<file path="src/hw/rtl/stack_frame_manager_assert.svh">
// assertion macros for the stack frame manager
`ifndef STACK_FRAME_MANAGER_ASSERT_SVH
`define STACK_FRAME_MANAGER_ASSERT_SVH
`ifndef SYNTHESIS
`define SFM_ASSERT_IMPL(label, clk, rst_n, pre, post) \
    label: assert property (@(posedge clk) disable iff (!rst_n) (pre) |-> (post)) \
        else $error("sfm check failed");
`define SFM_ASSERT_NEXT(label, clk, rst_n, pre, post) \
    label: assert property (@(posedge clk) disable iff (!rst_n) (pre) |=> (post)) \
        else $error("sfm check failed");
`else
`define SFM_ASSERT_IMPL(label, clk, rst_n, pre, post)
`define SFM_ASSERT_NEXT(label, clk, rst_n, pre, post)
`endif
`endif

</file>
<file path="src/hw/rtl/sfm_pkg.sv">
// shared types and constants for the stack frame manager
`timescale 1ns / 1ps
package sfm_pkg;

    localparam int FRAME_SLOTS = 5;
    localparam int SLOT_W      = (FRAME_SLOTS > 1) ? $clog2(FRAME_SLOTS) : 1;

    localparam logic [8:0] STACK_START = 9'd394;
    localparam logic [8:0] FRAME_MIN   = 9'd10;
    localparam int         FRAME_MAX   = 80;
    localparam int         STACK_ROOM  = 180;
    localparam int         STACK_FLOOR = 394 - STACK_ROOM;

    localparam int PADDR_W = 3;

    typedef enum logic [1:0] {
        REQ_CREATE_FRAME = 2'd0,
        REQ_DELETE_FRAME = 2'd1,
        REQ_CREATE_VAR   = 2'd2
    } t_req;

    typedef enum logic [2:0] {
        ST_OK        = 3'd0,
        ST_BAD_NAME  = 3'd1,
        ST_NO_ROOM   = 3'd2,
        ST_EXISTS    = 3'd3,
        ST_NO_SLOT   = 3'd4,
        ST_EMPTY     = 3'd5,
        ST_TOO_BIG   = 3'd6
    } t_status;

    typedef enum logic {
        REG_HEAP_TOP = 1'b0
    } t_reg_idx;

    typedef struct packed {
        logic [1:0]         req_type;
        logic [63:0]        frame_name;
        logic [3:0]         name_length;
        logic signed [31:0] func_address;
        logic [3:0]         var_size;
        logic [63:0]        var_value;
    } t_req_item;

    typedef struct packed {
        t_status     status;
        logic [3:0]  write_bytes;
        logic [8:0]  write_address;
        logic [63:0] write_data;
        logic [8:0]  stack_pointer_now;
    } t_result_item;

    typedef struct packed {
        logic        push;
        logic        pop;
        logic [63:0] name;
        logic [8:0]  base;
        logic [31:0] func_address;
    } t_slot_cmd;

    typedef struct packed {
        logic              free_found;
        logic              name_exists;
        logic              top_found;
        logic [SLOT_W-1:0] top_idx;
        logic [8:0]        top_base;
    } t_slot_view;

endpackage

</file>
<file path="src/hw/rtl/stack_frame_manager.sv">
// top level of the stack frame manager: request and result stages, stack pointer, apb register
//
// usage
// - request items enter on i_in_valid / o_in_ready with payload i_in_item; result items
//   leave on o_out_valid / i_out_ready with payload o_out_item, one result per request
// - each request is held in an input register, checked combinationally against the stack
//   pointer and the slot table, and its result lands in the output register
// - a request passes through the input register, then the output register drives o_out_valid
// - throughput: one item per cycle while the receiver does not stall, since the stack pointer
//   and slot table update at the same edge the result is stored
// - when the receiver stalls, the output register holds its item and the input register
//   keeps one more; o_in_ready drops only when both are full
// - the user writes heap_top at apb byte address 0 only while idle; the block does not check
// - reset: stack pointer to 394, all slots free, heap_top to 0, both stages empty
`timescale 1ns / 1ps
`include "stack_frame_manager_assert.svh"
module stack_frame_manager import sfm_pkg::*; (
    input  logic               i_clk,
    input  logic               i_rst_n,
    input  logic               i_in_valid,
    output logic               o_in_ready,
    input  t_req_item          i_in_item,
    output logic               o_out_valid,
    input  logic               i_out_ready,
    output t_result_item       o_out_item,
    input  logic               psel,
    input  logic               penable,
    input  logic               pwrite,
    input  logic [PADDR_W-1:0] paddr,
    input  logic [31:0]        pwdata,
    output logic [31:0]        prdata,
    output logic               pready
);

    logic         r_in_valid;
    t_req_item    r_in;
    logic         r_out_valid;
    t_result_item r_out;
    logic [8:0]   r_sp;
    logic [8:0]   r_heap_top;

    logic         out_adv;
    logic         fire;
    logic [8:0]   n_sp;
    t_result_item res;
    t_slot_cmd    cmd;
    t_slot_view   view;
    logic [63:0]  masked_name;
    logic [63:0]  masked_value;
    logic signed [11:0] sp_s;
    logic signed [11:0] heap_s;
    logic signed [11:0] size_s;
    logic signed [11:0] diff_frame;
    logic signed [11:0] diff_var;
    logic signed [11:0] frame_use;
    logic         frame_room_fail;
    logic         var_room_fail;
    logic         size_ok;

    assign out_adv    = !r_out_valid || i_out_ready;
    assign fire       = r_in_valid && out_adv;
    assign o_in_ready = !r_in_valid || out_adv;

    assign pready = 1'b1;
    assign prdata = (paddr[2] == REG_HEAP_TOP) ? {23'd0, r_heap_top} : 32'd0;

    always_ff @(posedge i_clk) begin
        if (!i_rst_n) begin
            r_heap_top <= '0;
        end else if (psel && penable && pwrite && paddr[2] == REG_HEAP_TOP) begin
            r_heap_top <= pwdata[8:0];
        end
    end

    // name and value masks by byte count
    always_comb begin
        for (int k = 0; k < 8; k++) begin
            masked_name[8*k +: 8]  = (4'(k) < r_in.name_length) ?
                                     r_in.frame_name[8*k +: 8] : 8'd0;
            masked_value[8*k +: 8] = (4'(k) < r_in.var_size) ?
                                     r_in.var_value[8*k +: 8] : 8'd0;
        end
    end

    always_comb begin
        sp_s            = $signed({3'd0, r_sp});
        heap_s          = $signed({3'd0, r_heap_top});
        size_s          = $signed({8'd0, r_in.var_size});
        diff_frame      = sp_s - $signed({3'd0, FRAME_MIN});
        diff_var        = sp_s - size_s;
        frame_use       = $signed({3'd0, view.top_base}) - sp_s - size_s;
        frame_room_fail = (diff_frame < 12'sd214) || (diff_frame <= heap_s);
        var_room_fail   = (diff_var < 12'(STACK_FLOOR)) || (diff_var <= heap_s);
        size_ok         = (r_in.var_size == 4'd1) || (r_in.var_size == 4'd4) ||
                          (r_in.var_size == 4'd8);
    end

    always_comb begin
        n_sp              = r_sp;
        res.status        = ST_OK;
        res.write_bytes   = '0;
        res.write_address = '0;
        res.write_data    = '0;
        cmd.push          = 1'b0;
        cmd.pop           = 1'b0;
        cmd.name          = masked_name;
        cmd.base          = r_sp;
        cmd.func_address  = r_in.func_address;
        case (r_in.req_type)
            REQ_CREATE_FRAME: begin
                if (r_in.name_length == 4'd0 || r_in.name_length > 4'd8) begin
                    res.status = ST_BAD_NAME;
                end else if (frame_room_fail) begin
                    res.status = ST_NO_ROOM;
                end else if (view.name_exists) begin
                    res.status = ST_EXISTS;
                end else if (!view.free_found) begin
                    res.status = ST_NO_SLOT;
                end else begin
                    cmd.push = fire;
                    n_sp     = r_sp - FRAME_MIN;
                end
            end
            REQ_DELETE_FRAME: begin
                if (!view.top_found) begin
                    res.status = ST_EMPTY;
                end else begin
                    cmd.pop = fire;
                    n_sp    = view.top_base;
                end
            end
            REQ_CREATE_VAR: begin
                if (!size_ok) begin
                    res.status = ST_BAD_NAME;
                end else if (var_room_fail) begin
                    res.status = ST_NO_ROOM;
                end else if (!view.top_found) begin
                    res.status = ST_EMPTY;
                end else if (frame_use > 12'(FRAME_MAX)) begin
                    res.status = ST_TOO_BIG;
                end else begin
                    n_sp              = r_sp - {5'd0, r_in.var_size};
                    res.write_bytes   = r_in.var_size;
                    res.write_address = r_sp - {5'd0, r_in.var_size};
                    res.write_data    = masked_value;
                end
            end
            default: begin
                n_sp = r_sp;
            end
        endcase
        res.stack_pointer_now = n_sp;
    end

    sfm_slot_table u_slots (
        .i_clk        (i_clk),
        .i_rst_n      (i_rst_n),
        .i_query_name (masked_name),
        .i_cmd        (cmd),
        .o_view       (view)
    );

    always_ff @(posedge i_clk) begin
        if (!i_rst_n) begin
            r_in_valid  <= 1'b0;
            r_out_valid <= 1'b0;
            r_sp        <= STACK_START;
        end else begin
            if (o_in_ready) begin
                r_in_valid <= i_in_valid;
            end
            if (out_adv) begin
                r_out_valid <= r_in_valid;
            end
            if (fire) begin
                r_sp <= n_sp;
            end
        end
    end

    always_ff @(posedge i_clk) begin
        if (o_in_ready && i_in_valid) begin
            r_in <= i_in_item;
        end
        if (fire) begin
            r_out <= res;
        end
    end

    assign o_out_valid = r_out_valid;
    assign o_out_item  = r_out;

    `SFM_ASSERT_IMPL(a_sp_range, i_clk, i_rst_n, 1'b1,
        r_sp <= STACK_START && r_sp >= 9'(STACK_FLOOR))
    `SFM_ASSERT_IMPL(a_fail_no_write, i_clk, i_rst_n,
        r_out_valid && r_out.status != ST_OK, r_out.write_bytes == 4'd0)
    `SFM_ASSERT_NEXT(a_result_sp, i_clk, i_rst_n, fire,
        r_out.stack_pointer_now == r_sp)
    `SFM_ASSERT_IMPL(a_write_below_sp, i_clk, i_rst_n,
        fire && res.write_bytes != 4'd0, res.write_address == n_sp)

endmodule

</file>
<file path="src/hw/rtl/sfm_slot_table.sv">
// frame slot table: slot storage, name lookup, free and top slot search
`timescale 1ns / 1ps
`include "stack_frame_manager_assert.svh"
module sfm_slot_table import sfm_pkg::*; (
    input  logic        i_clk,
    input  logic        i_rst_n,
    input  logic [63:0] i_query_name,
    input  t_slot_cmd   i_cmd,
    output t_slot_view  o_view
);

    logic [FRAME_SLOTS-1:0] r_used;
    logic [63:0]            r_name [FRAME_SLOTS];
    logic [8:0]             r_base [FRAME_SLOTS];
    logic [31:0]            r_func [FRAME_SLOTS];

    logic              free_found;
    logic [SLOT_W-1:0] free_idx;
    logic              name_exists;
    logic [SLOT_W-1:0] top_idx;

    // scan stops at the first free slot
    always_comb begin
        free_found  = 1'b0;
        free_idx    = '0;
        name_exists = 1'b0;
        for (int i = 0; i < FRAME_SLOTS; i++) begin
            if (!free_found) begin
                if (!r_used[i]) begin
                    free_found = 1'b1;
                    free_idx   = SLOT_W'(i);
                end else if (r_name[i] == i_query_name) begin
                    name_exists = 1'b1;
                end
            end
        end
        top_idx = free_found ? (free_idx - 1'b1) : SLOT_W'(FRAME_SLOTS - 1);
    end

    always_comb begin
        o_view.free_found  = free_found;
        o_view.name_exists = name_exists;
        o_view.top_found   = r_used[0];
        o_view.top_idx     = top_idx;
        o_view.top_base    = r_base[top_idx];
    end

    always_ff @(posedge i_clk) begin
        if (!i_rst_n) begin
            r_used <= '0;
        end else if (i_cmd.push) begin
            r_used[free_idx] <= 1'b1;
        end else if (i_cmd.pop) begin
            r_used[top_idx] <= 1'b0;
        end
    end

    always_ff @(posedge i_clk) begin
        if (i_cmd.push) begin
            r_name[free_idx] <= i_cmd.name;
            r_base[free_idx] <= i_cmd.base;
            r_func[free_idx] <= i_cmd.func_address;
        end
    end

    `SFM_ASSERT_IMPL(a_push_pop_excl, i_clk, i_rst_n, i_cmd.push, !i_cmd.pop)
    `SFM_ASSERT_IMPL(a_push_has_free, i_clk, i_rst_n, i_cmd.push, free_found)
    `SFM_ASSERT_IMPL(a_pop_has_top, i_clk, i_rst_n, i_cmd.pop, r_used[0])

endmodule
</file>
<file path="config.mk">
export PLATFORM = sky130hd
export DESIGN_NAME = stack_frame_manager
export DESIGN_NICKNAME = d
export VERILOG_FILES = /design/src/hw/rtl/sfm_pkg.sv /design/src/hw/rtl/stack_frame_manager.sv /design/src/hw/rtl/sfm_slot_table.sv
export VERILOG_INCLUDE_DIRS = /design/src /design/src/hw/rtl
export SDC_FILE = /design/constraint.sdc
export NUM_CORES = 1
export LEC_CHECK = 0
export BUFFER_PORTS_ARGS = -buffer_cell sky130_fd_sc_hd__clkbuf_2
export CELL_PAD_IN_SITES_DETAIL_PLACEMENT = 1
export CELL_PAD_IN_SITES_GLOBAL_PLACEMENT = 2
export CORE_UTILIZATION = 42
export CTS_BUF_LIST = sky130_fd_sc_hd__clkbuf_4 sky130_fd_sc_hd__clkbuf_8 sky130_fd_sc_hd__clkbuf_16
export DETAILED_ROUTE_END_ITERATION = 8
export PLACE_DENSITY_LB_ADDON = 0.1
export SLEW_MARGIN = 20
export SYNTH_ARGS = -nofsm -noshare
export SYNTH_HDL_FRONTEND = slang
export SYNTH_HIERARCHICAL = 1
export SYNTH_SLANG_ARGS = --single-unit
export TNS_END_PERCENT = 30
</file>
<file path="constraint.sdc">
create_clock -name i_clk -period 9.6 [get_ports i_clk]
set_input_delay 1.44 -clock i_clk [delete_from_list [all_inputs] [get_ports i_clk]]
set_output_delay 1.44 -clock i_clk [all_outputs]
set_load 0.01 [all_outputs]
</file>
==> impl_results.md <==
* Worst-path clk slew at approximately 60 ps
* Layout net count at roughly 2300
* Antenna Nets Post-Route at 0
* Drt wl/cell at 24.0 um
* PD cells at a little over 200 mW/mm2
* Max incr delay on CP at 1060 ps
* Ratio of cells with drive above 1 in the final layout at 0.223
* Final setup violation count at 0
* Skew-Pair Late Insertion Delay at between 600 and 700 ps
* CORE AREA at 0.0630 mm2
* Vias in the first global route at 16300
* Max transition margin at 0.263
* Rows at about 90
* Crit Path Class: register to register
* Routability cong. at approximately 0.80
* Total Power at 0.00633 W
* First-pass DRT Iterations at 7
* Post-CTS Setup Bufs at 0
* CP bufs+invs at 2
* Ys Warns at 6
* Leak pwr at ~11 nW
* Peak Freq at between 0.1 and 0.15 GHz
* Dpl ws at 2740 ps
* Final Max Slew Viols at 0
* Crit start category: register
* PnR worst setup slack at ~2900 ps
* CP max FO at 63
* Worst-Margin Slew at 1100 ps
* Half-perimeter wire length after placement at slightly below 50 mm
* Die area at about 0.065 mm2
* # port buffers at ~250
* H-Tree Depth at 3
* Period utilization at 0.700
* MaxCap Viol Count at 0
* Critical Path Sink Type: register
* Clock share of power at 0.444
* Drt drc at 2
* Dpl cells at about 2900
* Pin count of the biggest net entering global routing at 82
* I/O pin total at around 340
* Post_cts resized at 0
* Failing checks: design-rule violations
* Syn_area_per_cell at approximately 15 um2
* Clk_skew at 22.4 ps
* Tmin final at roughly 6700 ps
* Max Root-Sink Buffers at 3
* Fin. Hold Viols at 0
* Mapped Cells at 1822
* First-pass GRT wire length at 106 mm
* Internal power at around 0.0049 W
* Syn-to-layout area delta at 17.5%
* Total GRT Usage at 0.225
* CTS tree: built
* Seq pwr share at 0.481
* Final wirelength at 72.0 mm
* Die X at between 200 and 300 um
* Min-delay worst type: register to register
* Worst VDD drop at between 100 and 150 uV
* Initial antenna violation count at 6
* Initial drt markers at about 700
* Combinational fraction of design power at 0.075
* Net Sw Power at approximately 0.0014 W
* Post-Syn Area at between 0.02 and 0.03 mm2
* Vias per std cell at slightly above 5
* RSZ-0062 raised after global routing: no
* CTS Hold Bufs at 0
* CP arrival at between 7000 and 8000 ps
* Die Y at approximately 250 um
* Non-filler instance count after layout at 2998
* Status: finished with violations
* Initial Utilization at 0.425
* Sink Count at 617
* Crit path max-delay family: simple AND/OR/NAND/NOR gates
* Sw frac at 0.226
* Setup TNS at 0 ps
* Inserted Clock Buffers at 70
* CP cell instances: buf_4 -> nor4_4 -> nor2b_1 -> xnor2_1 -> nand4_1 -> nor4_1 -> nand3_1 -> nor4_1 -> or4_1 -> nor3_1 -> nand2_1 -> nor3_1 -> and4_4 -> buf_4
* CP required at ~10000 ps
* CP max stage cell: and4_4
* Root Buffer: clkbuf_16
* Via count at 15600
* GRT Residual Overflow at 0
## metrics by stage
step / instance area, um2 / hold WS, ps / util
CTS: 31400 / 469 / 0.498
global route: 31400 / 483 / 0.499
floorplan: 26800 / 444 / -
finish: 31400 / 464 / 0.499
global placement: 28900 / 454 / 0.459
detailed placement: 28900 / 462 / 0.459
## power by group through the flow
stage          Clock (W)  Sequential [W]  Combinational, W
2_1_floorplan          0         0.00310          0.000298
3_3_place_gp           0         0.00310          0.000468
3_5_place_dp           0         0.00310          0.000480
4_1_cts          0.00288         0.00305          0.000483
5_1_grt          0.00297         0.00305          0.000521
6_report         0.00281         0.00304          0.000475
## registers in the layout (all words and copies together), names as in the netlist
name and count:
o_out_item 89, o_out_valid 1, r_heap_top 9, r_in 138, r_in_valid 1, r_sp 9
u_slots/r_base 45, u_slots/r_name 320, u_slots/r_used 5
## routing by layer
metal / up-vias / GRT usage / part of all wire
met1: 7960 / 0.284 / 0.42
met2: 325 / 0.379 / 0.50
met5: - / 0 / 0.00097
met3: 117 / 0.0541 / 0.052
li1: 7170 / - / -
met4: 10 / 0.0740 / 0.030
## worst min-delay path: stages, from the launching register on
cell      delay (ps)
dfxtp_1          300
nand2_1           50
a21boi_0          60
## layout by cell type, fill, tap and decap left out, drive strengths merged, types with 14 or more instances in the layout
| master | instances |
|---|---|
| o22ai | 14 |
| clkbuf | 345 |
| clkinv | 22 |
| nor2b | 59 |
| nor4 | 38 |
| and2 | 89 |
| dfxtp | 25 |
| nor2 | 50 |
| buf | 48 |
| nor3 | 23 |
| a21oi | 35 |
| ha | 37 |
| edfxtp | 592 |
| nand4 | 67 |
| inv | 70 |
| conb | 25 |
| o21ai | 38 |
| xor2 | 70 |
| nand3 | 15 |
| nand2 | 53 |
| xnor2 | 249 |
## layout make-up
class / count / area, um2
Antenna cell: 2 / 5.00
Clock buffer: 91 / 1930
Clock inverter: 37 / 493
Fill cell: 6233 / 31500
Inverter: 65 / 246
Multi-Input combinational cell: 1038 / 7730
Sequential cell: 617 / 18300
Tap cell: 846 / 1060
Timing Repair Buffer: 302 / 1680
## path summary, 6_finish.rpt
check	startpoint	to	slack [ps]	cells after the start
worst max-delay path	r_in[103]	u_slots/r_name[2][46]	2880	14
worst min-delay path	r_heap_top[8]	r_heap_top[8]	460	2
worst max register to register	r_in[103]	u_slots/r_name[2][46]	2880	14
worst min register to register	r_heap_top[8]	r_heap_top[8]	460	2
Note: power is estimated with default switching activity, not from simulation.
